### src/rtl/xkc_pkg.sv
package xkc_pkg;

	// key and word geometry
	localparam int MAX_KEY_CHARS = 16;
	localparam int CHAR_W        = 8;
	localparam int WORD_W        = 32;
	localparam int PROD_W        = 2 * WORD_W;
	localparam int KEY_HALF_W    = 64;
	localparam int KEY_BITS      = 2 * KEY_HALF_W;
	localparam int LEN_W         = 5;
	localparam int CHAR_IDX_W    = 4;
	localparam int CFG_IDX_W     = 2;

	// keystream modulus and its scaled reciprocal, floor(2^32 / modulus)
	// the quotient estimate is low by at most one, so one subtract corrects it
	localparam logic [WORD_W-1:0] MODULUS = 32'h0000_beef;
	localparam logic [WORD_W-1:0] RECIP   = 32'd87869;
	localparam int REM_W = 17;

	// configuration register indexes
	localparam logic [CFG_IDX_W-1:0] REG_KEY_LOW  = 2'd0;
	localparam logic [CFG_IDX_W-1:0] REG_KEY_HIGH = 2'd1;
	localparam logic [CFG_IDX_W-1:0] REG_KEY_LEN  = 2'd2;

	// raw key character at position p, zero past the key storage
	function automatic logic [CHAR_W-1:0] key_byte(input logic [KEY_BITS-1:0] keys,
			input logic [LEN_W-1:0] p);
		logic [CHAR_W-1:0] b;
		b = keys[{p[CHAR_IDX_W-1:0], 3'b000} +: CHAR_W];
		if (p[LEN_W-1]) begin
			b = '0;
		end
		return b;
	endfunction

endpackage

### src/rtl/xkc_if.sv
interface xkc_req_if;
	logic       valid;
	logic       ready;
	logic [7:0] data_byte;
	logic       message_start;

	modport source (output valid, output data_byte, output message_start, input ready);
	modport sink   (input valid, input data_byte, input message_start, output ready);
endinterface

interface xkc_rsp_if;
	logic       valid;
	logic       ready;
	logic [7:0] result_byte;

	modport source (output valid, output result_byte, input ready);
	modport sink   (input valid, input result_byte, output ready);
endinterface

interface xkc_cfg_if;
	logic        valid;
	logic        ready;
	logic [1:0]  index;
	logic [63:0] data;

	modport source (output valid, output index, output data, input ready);
	modport sink   (input valid, input index, input data, output ready);
endinterface

### src/rtl/xkc_mul.sv
module xkc_mul (
	input  logic                        clk,
	input  logic [xkc_pkg::WORD_W-1:0]  op_a,
	input  logic [xkc_pkg::WORD_W-1:0]  op_b,
	output logic [xkc_pkg::PROD_W-1:0]  prod_q
);

	// unsigned 32x32 multiply, full product registered
	always_ff @(posedge clk) begin
		prod_q <= xkc_pkg::PROD_W'(op_a) * xkc_pkg::PROD_W'(op_b);
	end

endmodule

### src/rtl/xor_keystream_cipher.sv
// channel   dir  handshake      payload
// cfg       in   valid/ready    index[1:0], data[63:0] (always ready)
// req       in   valid/ready    data_byte[7:0], message_start
// rsp       out  valid/ready    result_byte[7:0]
//
// one shared registered 32x32 multiplier under a state sequencer does all multiplies
// a byte steps from accept through wrap, mix, magnitude, reciprocal estimate,
// back-multiply and correction, then returns to idle before the next accept
// a byte with message_start first runs derivation through DPROD, DSUMP, DSPICE, DNEXT
// per effective key character (three multiplies per character on the same multiplier)
// arst_n clears counters, derived values and keys; rsp stalls hold the result
// register and stop the sequencer only when a new result must be loaded
module xor_keystream_cipher (
	input  logic        clk,
	input  logic        arst_n,
	xkc_cfg_if.sink     cfg,
	xkc_req_if.sink     req,
	xkc_rsp_if.source   rsp
);

	localparam logic [3:0] ST_IDLE   = 4'd0;
	localparam logic [3:0] ST_DPROD  = 4'd1;
	localparam logic [3:0] ST_DSUMP  = 4'd2;
	localparam logic [3:0] ST_DSPICE = 4'd3;
	localparam logic [3:0] ST_DNEXT  = 4'd4;
	localparam logic [3:0] ST_WRAP   = 4'd5;
	localparam logic [3:0] ST_MIX    = 4'd6;
	localparam logic [3:0] ST_ABS    = 4'd7;
	localparam logic [3:0] ST_QEST   = 4'd8;
	localparam logic [3:0] ST_QMUL   = 4'd9;
	localparam logic [3:0] ST_RSUB   = 4'd10;

	localparam int W = xkc_pkg::WORD_W;
	localparam int LW = xkc_pkg::LEN_W;
	localparam int CW = xkc_pkg::CHAR_W;

	logic [3:0]                     state_q;
	logic [3:0]                     state_next;
	logic [xkc_pkg::KEY_HALF_W-1:0] key_low_q;
	logic [xkc_pkg::KEY_HALF_W-1:0] key_high_q;
	logic [LW-1:0]                  key_len_q;
	logic [LW-1:0]                  len_q;
	logic [LW-1:0]                  p_q;
	logic [LW-1:0]                  pos_q;
	logic [W-1:0]                   idx_q;
	logic [W-1:0]                   wrap_q;
	logic [W-1:0]                   sum_q;
	logic [W-1:0]                   prod_q;
	logic [W-1:0]                   spice_q;
	logic [W-1:0]                   mag_q;
	logic [W-1:0]                   quot_q;
	logic                           neg_q;
	logic [CW-1:0]                  data_q;
	logic                           out_valid_q;
	logic [CW-1:0]                  out_byte_q;

	logic [xkc_pkg::KEY_BITS-1:0]   keys;
	logic [LW-1:0]                  lim;
	logic [LW-1:0]                  eff_len;
	logic [W-1:0]                   mul_a;
	logic [W-1:0]                   mul_b;
	logic [xkc_pkg::PROD_W-1:0]     mul_p;
	logic [W-1:0]                   mul_lo;
	logic [CW-1:0]                  c_raw;
	logic [CW-1:0]                  c_prev_raw;
	logic [W-1:0]                   c_ext;
	logic [W-1:0]                   fac_ext;
	logic                           pos_wrap;
	logic [W-1:0]                   wrap_next;
	logic [W-1:0]                   mix;
	logic [W-1:0]                   r_full;
	logic [xkc_pkg::REM_W-1:0]      r_est;
	logic [xkc_pkg::REM_W-1:0]      rem;
	logic [CW-1:0]                  rem_s8;
	logic [CW-1:0]                  kc8;
	logic                           req_take;
	logic                           out_load;

	assign keys   = {key_high_q, key_low_q};
	assign mul_lo = mul_p[W-1:0];

	// configuration writes, always accepted
	assign cfg.ready = 1'b1;
	always_ff @(posedge clk or negedge arst_n) begin
		if (!arst_n) begin
			key_low_q  <= '0;
			key_high_q <= '0;
			key_len_q  <= '0;
		end else if (cfg.valid) begin
			unique case (cfg.index)
				xkc_pkg::REG_KEY_LOW:  key_low_q  <= cfg.data;
				xkc_pkg::REG_KEY_HIGH: key_high_q <= cfg.data;
				xkc_pkg::REG_KEY_LEN:  key_len_q  <= cfg.data[LW-1:0];
				default: ;
			endcase
		end
	end

	// effective key length: saturate, then cut at the first zero character
	always_comb begin
		lim = (key_len_q > LW'(xkc_pkg::MAX_KEY_CHARS)) ?
			LW'(xkc_pkg::MAX_KEY_CHARS) : key_len_q;
		eff_len = lim;
		for (int p = xkc_pkg::MAX_KEY_CHARS - 1; p >= 0; p--) begin
			if (LW'(p) < lim && xkc_pkg::key_byte(keys, LW'(p)) == '0) begin
				eff_len = LW'(p);
			end
		end
	end

	// key characters used by derivation and by the keystream
	always_comb begin
		c_raw      = (p_q < len_q) ? xkc_pkg::key_byte(keys, p_q) : '0;
		c_prev_raw = xkc_pkg::key_byte(keys, p_q - LW'(1));
		c_ext      = {{(W-CW){c_raw[CW-1]}}, c_raw};
		fac_ext    = (c_raw != '0) ? c_ext : {{(W-CW){c_prev_raw[CW-1]}}, c_prev_raw};
		kc8        = (pos_q < len_q) ? xkc_pkg::key_byte(keys, pos_q) : '0;
	end

	// position wrap and mixed word
	assign pos_wrap  = (pos_q >= len_q);
	assign wrap_next = pos_wrap ? wrap_q + W'(1) : wrap_q;
	assign mix       = W'(len_q) ^ idx_q ^ mul_lo ^ prod_q;

	// remainder correction from reciprocal estimate
	always_comb begin
		r_full = mag_q - mul_lo;
		r_est  = r_full[xkc_pkg::REM_W-1:0];
		rem    = (r_est >= xkc_pkg::REM_W'(xkc_pkg::MODULUS)) ?
			r_est - xkc_pkg::REM_W'(xkc_pkg::MODULUS) : r_est;
		rem_s8 = neg_q ? CW'(-rem[CW-1:0]) : rem[CW-1:0];
	end

	// shared multiplier operand select
	always_comb begin
		mul_a = '0;
		mul_b = '0;
		unique case (state_q)
			ST_DPROD: begin
				mul_a = prod_q;
				mul_b = fac_ext;
			end
			ST_DSUMP: begin
				mul_a = sum_q;
				mul_b = mul_lo;
			end
			ST_DSPICE: begin
				mul_a = spice_q;
				mul_b = mul_lo;
			end
			ST_WRAP: begin
				mul_a = wrap_next;
				mul_b = sum_q;
			end
			ST_MIX: begin
				mul_a = spice_q;
				mul_b = mix;
			end
			ST_QEST: begin
				mul_a = mag_q;
				mul_b = xkc_pkg::RECIP;
			end
			ST_QMUL: begin
				mul_a = mul_p[xkc_pkg::PROD_W-1:W];
				mul_b = xkc_pkg::MODULUS;
			end
			// keep the back-multiply product steady while the result waits
			ST_RSUB: begin
				mul_a = quot_q;
				mul_b = xkc_pkg::MODULUS;
			end
			default: ;
		endcase
	end

	xkc_mul u_mul (
		.clk    (clk),
		.op_a   (mul_a),
		.op_b   (mul_b),
		.prod_q (mul_p)
	);

	assign req.ready = (state_q == ST_IDLE);
	assign req_take  = req.valid && req.ready;
	assign out_load  = (state_q == ST_RSUB) && (!out_valid_q || rsp.ready);

	// sequencer next state
	always_comb begin
		state_next = state_q;
		unique case (state_q)
			ST_IDLE: begin
				if (req_take) begin
					state_next = (req.message_start && eff_len != '0) ? ST_DPROD : ST_WRAP;
				end
			end
			ST_DPROD:  state_next = ST_DSUMP;
			ST_DSUMP:  state_next = ST_DSPICE;
			ST_DSPICE: state_next = ST_DNEXT;
			ST_DNEXT:  state_next = (p_q == len_q) ? ST_WRAP : ST_DPROD;
			ST_WRAP:   state_next = ST_MIX;
			ST_MIX:    state_next = ST_ABS;
			ST_ABS:    state_next = ST_QEST;
			ST_QEST:   state_next = ST_QMUL;
			ST_QMUL:   state_next = ST_RSUB;
			ST_RSUB:   state_next = out_load ? ST_IDLE : ST_RSUB;
			default:   state_next = ST_IDLE;
		endcase
	end

	// sequencer state and cipher state
	always_ff @(posedge clk or negedge arst_n) begin
		if (!arst_n) begin
			state_q <= ST_IDLE;
			len_q   <= '0;
			p_q     <= '0;
			pos_q   <= '0;
			idx_q   <= '0;
			wrap_q  <= '0;
			sum_q   <= '0;
			prod_q  <= W'(1);
			spice_q <= W'(1);
		end else begin
			state_q <= state_next;
			unique case (state_q)
				ST_IDLE: begin
					if (req_take) begin
						len_q <= eff_len;
						if (req.message_start) begin
							p_q     <= LW'(1);
							pos_q   <= '0;
							idx_q   <= '0;
							wrap_q  <= '0;
							sum_q   <= '0;
							prod_q  <= W'(1);
							spice_q <= W'(1);
						end
					end
				end
				ST_DPROD: sum_q <= sum_q + c_ext;
				ST_DSUMP: prod_q <= mul_lo;
				ST_DNEXT: begin
					spice_q <= mul_lo;
					p_q     <= p_q + LW'(1);
				end
				ST_WRAP: begin
					wrap_q <= wrap_next;
					if (pos_wrap) begin
						pos_q <= '0;
					end
				end
				ST_RSUB: begin
					if (out_load) begin
						pos_q <= pos_q + LW'(1);
						idx_q <= idx_q + W'(1);
					end
				end
				default: ;
			endcase
		end
	end

	// item payload, keystream magnitude and quotient estimate
	always_ff @(posedge clk) begin
		if (req_take) begin
			data_q <= req.data_byte;
		end
		if (state_q == ST_ABS) begin
			neg_q <= mul_lo[W-1];
			mag_q <= mul_lo[W-1] ? -mul_lo : mul_lo;
		end
		if (state_q == ST_QMUL) begin
			quot_q <= mul_p[xkc_pkg::PROD_W-1:W];
		end
	end

	// result register
	always_ff @(posedge clk or negedge arst_n) begin
		if (!arst_n) begin
			out_valid_q <= 1'b0;
		end else if (out_load) begin
			out_valid_q <= 1'b1;
		end else if (rsp.ready) begin
			out_valid_q <= 1'b0;
		end
	end

	always_ff @(posedge clk) begin
		if (out_load) begin
			out_byte_q <= data_q ^ (kc8 + rem_s8);
		end
	end

	assign rsp.valid       = out_valid_q;
	assign rsp.result_byte = out_byte_q;

	// an accepted item always starts the sequencer
	a_take_busy: assert property (@(posedge clk) disable iff (!arst_n)
		req_take |=> state_q != ST_IDLE)
		else $error("sequencer did not start on accepted item");

	// leaving the correction step always leaves a result waiting
	a_result_loaded: assert property (@(posedge clk) disable iff (!arst_n)
		(state_q == ST_RSUB && state_next == ST_IDLE) |=> out_valid_q)
		else $error("result not loaded at end of item");

	// derivation position stays inside the key
	a_deriv_pos: assert property (@(posedge clk) disable iff (!arst_n)
		(state_q == ST_DPROD || state_q == ST_DNEXT) |-> (p_q != '0 && p_q <= len_q))
		else $error("derivation position out of range");

	// corrected remainder is below the modulus
	a_rem_range: assert property (@(posedge clk) disable iff (!arst_n)
		state_q == ST_RSUB |-> rem < xkc_pkg::REM_W'(xkc_pkg::MODULUS))
		else $error("remainder estimate off by more than one");

	// latched length never exceeds the key storage
	a_len_range: assert property (@(posedge clk) disable iff (!arst_n)
		state_q != ST_IDLE |-> len_q <= LW'(xkc_pkg::MAX_KEY_CHARS))
		else $error("effective key length out of range");

endmodule
### src/flat_wrapper.sv
// flat-port wrapper written by rule: the top's interface ports become plain ports
module xor_keystream_cipher_flat 
  (clk, arst_n, cfg_valid, cfg_index, cfg_data, cfg_ready, req_valid, req_data_byte, req_message_start, req_ready, rsp_valid, rsp_result_byte, rsp_ready);
  xkc_cfg_if cfg_i ();
  xkc_req_if req_i ();
  xkc_rsp_if rsp_i ();
  input  logic clk;
  input  logic arst_n;
  input wire logic [$bits(cfg_i.valid)-1:0] cfg_valid;
  input wire logic [$bits(cfg_i.index)-1:0] cfg_index;
  input wire logic [$bits(cfg_i.data)-1:0] cfg_data;
  output wire logic [$bits(cfg_i.ready)-1:0] cfg_ready;
  input wire logic [$bits(req_i.valid)-1:0] req_valid;
  input wire logic [$bits(req_i.data_byte)-1:0] req_data_byte;
  input wire logic [$bits(req_i.message_start)-1:0] req_message_start;
  output wire logic [$bits(req_i.ready)-1:0] req_ready;
  output wire logic [$bits(rsp_i.valid)-1:0] rsp_valid;
  output wire logic [$bits(rsp_i.result_byte)-1:0] rsp_result_byte;
  input wire logic [$bits(rsp_i.ready)-1:0] rsp_ready;
  assign cfg_i.valid = cfg_valid;
  assign cfg_i.index = cfg_index;
  assign cfg_i.data = cfg_data;
  assign cfg_ready = cfg_i.ready;
  assign req_i.valid = req_valid;
  assign req_i.data_byte = req_data_byte;
  assign req_i.message_start = req_message_start;
  assign req_ready = req_i.ready;
  assign rsp_valid = rsp_i.valid;
  assign rsp_result_byte = rsp_i.result_byte;
  assign rsp_i.ready = rsp_ready;
  xor_keystream_cipher u_core (.clk(clk), .arst_n(arst_n), .cfg(cfg_i), .req(req_i), .rsp(rsp_i));
endmodule
### config.mk
export PLATFORM = sky130hd
export DESIGN_NAME = xor_keystream_cipher_flat
export DESIGN_NICKNAME = d
export VERILOG_FILES = /design/src/rtl/xkc_pkg.sv /design/src/rtl/xkc_if.sv /design/src/rtl/xkc_mul.sv /design/src/rtl/xor_keystream_cipher.sv /design/src/flat_wrapper.sv
export SDC_FILE = /design/constraint.sdc
export NUM_CORES = 2
export LEC_CHECK = 0
export BUFFER_PORTS_ARGS = -buffer_cell sky130_fd_sc_hd__buf_2
export CAP_MARGIN = 20
export CORE_MARGIN = 2
export CORE_UTILIZATION = 25
export CTS_BUF_LIST = sky130_fd_sc_hd__clkbuf_8
export CTS_CLUSTER_DIAMETER = 120
export DETAILED_ROUTE_END_ITERATION = 8
export GPL_ROUTABILITY_DRIVEN = 0
export PLACE_DENSITY = 0.41
export SYNTH_ARGS = -nofsm -noshare
export SYNTH_HDL_FRONTEND = slang
export SYNTH_SLANG_ARGS = --single-unit
### constraint.sdc
create_clock -name clk -period 15 [get_ports clk]
set_input_delay 3 -clock clk [delete_from_list [all_inputs] [get_ports clk]]
set_output_delay 3 -clock clk [all_outputs]
set_load 0.1 [all_outputs]
-- After elaboration in Yosys (flattened, before gate mapping)
Cells that the tools add are included.
- word-level logic and storage cells: 192
- register bits: 458
- input port bits: 80
- output and inout port bits: 11
- shift-type cells: 3
- bitwise operators: 4
- multiply operators: 1
- reductions and logical operators: 61
- equal/unequal tests: 17
- order comparisons: 21
- add/sub/neg operators: 11
- muxes and demuxes: 54
- operators with widths (kind ; number):
    indexed part select 128 x 8 -> 8 bit ; 3
    one-hot mux 32 bit (2 select lines) ; 5
    two-way mux 32 bit ; 7
    one-hot mux 32 bit (7 select lines) ; 1
    one-hot mux 32 bit (6 select lines) ; 1
    logical NOT 8 bit ; 16
    two-way mux 5 bit ; 23
    adder 32 x 1 -> 32 bit, second input constant ; 2
    multiplier 32 x 32 -> 64 bit ; 1
    bitwise XOR 32 bit ; 2
    two-way mux 8 bit ; 7
    one-hot mux 4 bit (11 select lines) ; 1
    < comparator 4 x 5 -> 1 bit, first input constant ; 8
    adder 32 bit ; 1
    negation 32 bit ; 1
    bitwise XOR 5 x 32 -> 32 bit ; 1
    two-way mux 31 bit ; 1
    < comparator 3 x 5 -> 1 bit, first input constant ; 4
    logical AND 1 bit ; 19
    >= comparator 17 x 16 -> 1 bit, second input constant ; 1
    subtractor 17 bit ; 1
    equality test 4 x 3 -> 1 bit, second input constant ; 4
    one-hot mux 5 bit (3 select lines) ; 1
    equality test 4 bit, second input constant ; 3
    35 further kinds ; 58

-- Logic depth before layout (Yosys ltp)
- word-level depth: 25
- mapped depth: 47
- mapped depth without buffers: 39

-- Modules after synthesis
Synthesis repeated with hierarchy kept, for this count alone.
- cell total of the unflattened synthesis: 6254
- area, all modules: 60466.7 um^2
- by module, submodules not included (module ; sequential area each (um^2) ; cells each ; instances ; area an instance (um^2)):
    xkc_mul ; 1281.2 ; 3786 ; 1 ; 34670.8
    xor_keystream_cipher ; 10267.3 ; 2468 ; 1 ; 25796.0

-- Worst setup path before layout
No wires, ideal clock.
- path kind: register to register
- start point: register u_core.p_q[0]
- end point: register u_core.u_mul.prod_q[61] in the netlist's numbering
- library setup time: 0.128 ns
- slack: 3.958 ns
- data required time: 14.872 ns
- buffers on the path: 10
- period minus slack after synthesis: 11.042 ns
- arrival time: 10.914 ns
- stages on the path, launching flop included: 43
- cells stage by stage: dfrtp_1 > buf_6 > buf_4 > buf_2 > buf_2 > buf_1 > inv_1 > ha_1 > buf_2 > buf_2 > buf_1 > mux4_2 > mux2i_1 > nand2_1 > o21ai_0 > o21bai_1 > a221oi_2 > clkbuf_1 > [7 not listed] > fa_1 > fa_1 > fa_1 > inv_1 > fa_1 > inv_1 > ha_1 > clkbuf_1 > a2111oi_0 > o2111ai_1 > a41oi_1 > o21ai_0 > a22oi_1 > o211ai_1 > nand3_1 > o21ai_0 > mux2i_1 > o211ai_1
- word-level cells in the longest chain between the ends: 7
- elaborated cells between the ends (all ways): 11
- classes of those cells: add/sub (1); mul (1); order compare (1); shift (2); mux (5); reduce/logical (1)
- RTL lines (what ; line ; text):
    start: declaration ; xor_keystream_cipher.sv:43 ; logic [LW-1:0] p_q;
    start signal: assignment ; xor_keystream_cipher.sv:243 ; p_q <= p_q + LW'(1);
    parallel branches: the longest is 4 deep, another holds subtractor 5 x 1 -> 5 bit ; n/a ;
    two-way mux 32 bit * ; xor_keystream_cipher.sv:116 ; fac_ext = (c_raw != '0) ? c_ext : {{(W-CW){c_prev_raw[CW-1]}}, c_prev_raw};
    one-hot mux 32 bit (6 select lines) * ; xor_keystream_cipher.sv:138 ; unique case (state_q)
    multiplier 32 x 32 -> 64 bit * ; xkc_mul.sv:10 ; prod_q <= xkc_pkg::PROD_W'(op_a) * xkc_pkg::PROD_W'(op_b);
    end signal: assignment ; xkc_mul.sv:10 ;
    end: declaration ; xkc_mul.sv:5 ; output logic [xkc_pkg::PROD_W-1:0] prod_q
Every way passes the cells marked *.
A chain may end at the register's enable or synchronous reset.

-- Worst setup path after layout
Same ends and word-level chain as after synthesis.

==> flow_summary_export.csv <==
group,metric,value,unit
worst_setup_path,critPathLaunchType,"register",
worst_setup_path,rr_startpoint,"u_core.p_q[0]$_DFFE_PN0P_",
global_route,globalRouteTotalUtil,18.65,%
detailed_routing,route.detailed.drc,0,
worst_setup_path,endpoint,"u_core.u_mul.prod_q[61]$_DFF_P_",
sta,worst_pin_slew,1142,ps
yosys,ys_warn_count,0,
worst_setup_path,cp_common_cell,"fa_1",
worst_setup_path,critPathCaptureType,"register",
sta,max_freq,80.99,MHz
clock_network,cts_sinks,458,
yosys,synthAdderAreaFrac,36.78,%
yosys,synth_compound_area_share,9.945,%
yosys,ys.flop_type,"dfrtp_1",
detailed_routing,routed_wl,227800,um
placement,numPortBuffers,89,
worst_setup_path,rr_endpoint,"u_core.u_mul.prod_q[61]$_DFF_P_",
worst_setup_path,cpPeakStageDelay,910,ps
yosys,synth_simple_gate_area_share,13.94,%
yosys,syn_inst,6489,
global_route,grt_pass1_vias,49660,
yosys,synth_edf_count,81,
detailed_routing,avgRoutedWirePerCell,23.52,um
sta,skew,51.38,ps
floorplan,start_util,25.11,%
clock_network,clk_latency,780,ps
worst_setup_path,worst-endpoint-required,15640,ps
yosys,avgSynthCellArea,9.297,sq um
yosys,synthXorXnorAreaFrac,3.992,%
clock_network,htreeDepth,3,
floorplan,fp.dieH,495.2,um
run,max_cap_violations,0,
worst_setup_path,r2r_setup_slack,2650,ps
floorplan,rows,180,
global_route,gr-total-overflow,0,
sta,setup_viol,0,
worst_setup_path,cp.arrival,12980,ps
sta,max-slew-margin-rel,23.84,%
clock_network,post_cts_resized,0,
worst_setup_path,startpoint,"u_core.p_q[0]$_DFFE_PN0P_",
yosys,synth_top_family_by_area,"adder cells",
detailed_routing,via_per_inst,4.907,
yosys,ys_async_sr_fraction,68.34,%
global_route,grt_max_degree,94,
worst_hold_path,hold_depth,0,
sta,finalCritPeriodShare,82.31,%
clock_network,postCtsSetupBuffers,0,
finish,drive_above_1_share,10.84,%
clock_network,clockBufferDepth,3,
detailed_routing,vias,47530,
finish,nFillCells,25630,
clock_network,cts_tree,"done",
clock_network,cts_hold_buf,0,
placement,dp_cells,9519,
worst_setup_path,r2r_cells,36,
yosys,synth_area,0.06033,sq mm
floorplan,fp.dieArea,0.2453,sq mm
placement,hpwl,175600,um
yosys,ys_seq_area_share,19.14,%
yosys,synth_most_common_cell,"inv_1",
yosys,yosys_register_bits,458,
global_route,antenna_found_initial,12,
finish,fin_nets,7739,
clock_network,cts_buffers,87,
yosys,synth_top_area_share,29.83,%
detailed_routing,drtPass1Iterations,8,
detailed_routing,drt_iter0_drc,3658,
finish,final_cells,9687,
clock_network,clkTransAtPathRegs,60,ps
worst_hold_path,hp-class,"register to register",
finish,multi_input_area,0.04371,sq mm
yosys,synth_commonest_cells,"inv_1, fa_1, nand2_1",
worst_setup_path,cp_slowest_cell,"and2_1",
worst_setup_path,crit_type,"register to register",
global_route,grt_pass1_wl,339000,um
sta,slew_violations,0,
worst_setup_path,crit_fanout,33,
run_status,outcome,"finished clean",
sta,finalSetupTns,0,ps
detailed_routing,ant_nets,0,
finish,seqCellArea,0.01155,sq mm
yosys,yosysTopAreaCell,"fa_1",
floorplan,core,0.2403,sq mm
floorplan,pin_count,91,
finish,syn2layout_area_growth,9.951,%
sta,final_hold_viol_count,0,
yosys,syn_nets,7803,
sta,finalCriticalPeriod,12350,ps
floorplan,die_w,495.2,um
yosys,ys_top_cells_by_area,"fa_1, dfrtp_1, ha_1",
clock_network,cts_root_buf,"clkbuf_8",
yosys,ys_types,94,
yosys,muxShareOfSynthArea,7.130,%
sta,rsz0062_at_grt,"no",
-- kinds of logic after synthesis --
group                    Yosys count
AND/OR/NAND/NOR                 1940
buffers and inverters           1401
adder cells (fa/ha/maj)         1234
AO/OA/AOI/OAI                    898
flip-flops                       458
multiplexers                     282
XOR/XNOR                         275
other                              1
-- worst min path at each step --
| stage | startpoint | end |
|---|---|---|
| floorplan | u_core.u_mul.prod_q[31]$_DFF_P_ | u_core.neg_q$_DFFE_PP_ |
| global placement | u_core.u_mul.prod_q[57]$_DFF_P_ | u_core.quot_q[25]$_DFFE_PP_ |
| detailed placement | u_core.u_mul.prod_q[57]$_DFF_P_ | u_core.quot_q[25]$_DFFE_PP_ |
| CTS | u_core.u_mul.prod_q[57]$_DFF_P_ | u_core.quot_q[25]$_DFFE_PP_ |
| global route | u_core.u_mul.prod_q[57]$_DFF_P_ | u_core.quot_q[25]$_DFFE_PP_ |
| finish | u_core.u_mul.prod_q[57]$_DFF_P_ | u_core.quot_q[25]$_DFFE_PP_ |
-- worst max-delay path, delay by kind of cell, from the launching register on --
family / cells / cell delay, ps
AOI/OAI and AO/OA: 10 / 2310
adders and majority gates: 10 / 5230
buffers and inverters: 7 / 1020
DFF: 1 / 750
muxes: 3 / 850
and+or+nand+nor: 6 / 1980
-- layout make-up --
cell class | instances | share of cell area (%)
Antenna cell | 5 | 0.01886
Clock inverter | 56 | 0.4697
Clock buffer | 105 | 2.179
Timing Repair Buffer | 223 | 2.211
Sequential cell | 458 | 17.42
Tap cell | 3185 | 6.008
Multi-Input combinational cell | 4630 | 65.89
Inverter | 1025 | 5.800
-- registers in the layout (all words and copies together) (netlist names), 32 cells and up --
name                 cells
u_core.prod_q           32
u_core.mag_q            32
u_core.u_mul.prod_q     64
u_core.quot_q           32
u_core.sum_q            32
u_core.key_low_q        64
u_core.wrap_q           32
u_core.idx_q            32
u_core.spice_q          32
u_core.key_high_q       64
-- per-stage QoR --
stage	worst slack (ps)	util (%)	instance area [sq um]	hold slack, ps
floorplan	3958	-	60330	406.4
global placement	2765	26.86	64540	429.4
detailed placement	2610	26.86	64540	440.2
CTS	2584	27.59	66300	445.0
global route	1764	27.60	66320	461.3
finish	2653	27.60	66330	442.2
-- cells in the final DEF (no fill, tap or decap), types with 31 or more instances in the layout --
master and count:
o31ai_1 31, nand2_1 810, mux2_2 142, buf_4 132, buf_2 89, a22oi_1 42
a21o_1 65, inv_1 1060, dfrtp_1 308, nand3_1 81, clkbuf_8 105, and3_1 33
nand4_1 36, nor2b_1 38, o21ai_0 263, mux2i_1 36, dfxtp_1 64, ha_1 334
nor2_1 665, and2_1 33, a21oi_1 171, nand2b_1 36, xnor2_1 177, nor3_1 45
nor4_1 54, fa_1 899, edfxtp_1 81, xor2_1 97, mux4_2 104
-- layer usage --
layer,wire [um],global-route usage [%],vias up
met1,103200,26.13,24860
met3,11710,2.111,285
met4,6939,5.109,6
met5,77,0,-
met2,105900,30.33,1486
li1,-,-,20900
Power is not shown: default switching activity piles up to over one toggle a cycle in this logic, so the estimate is an artifact.
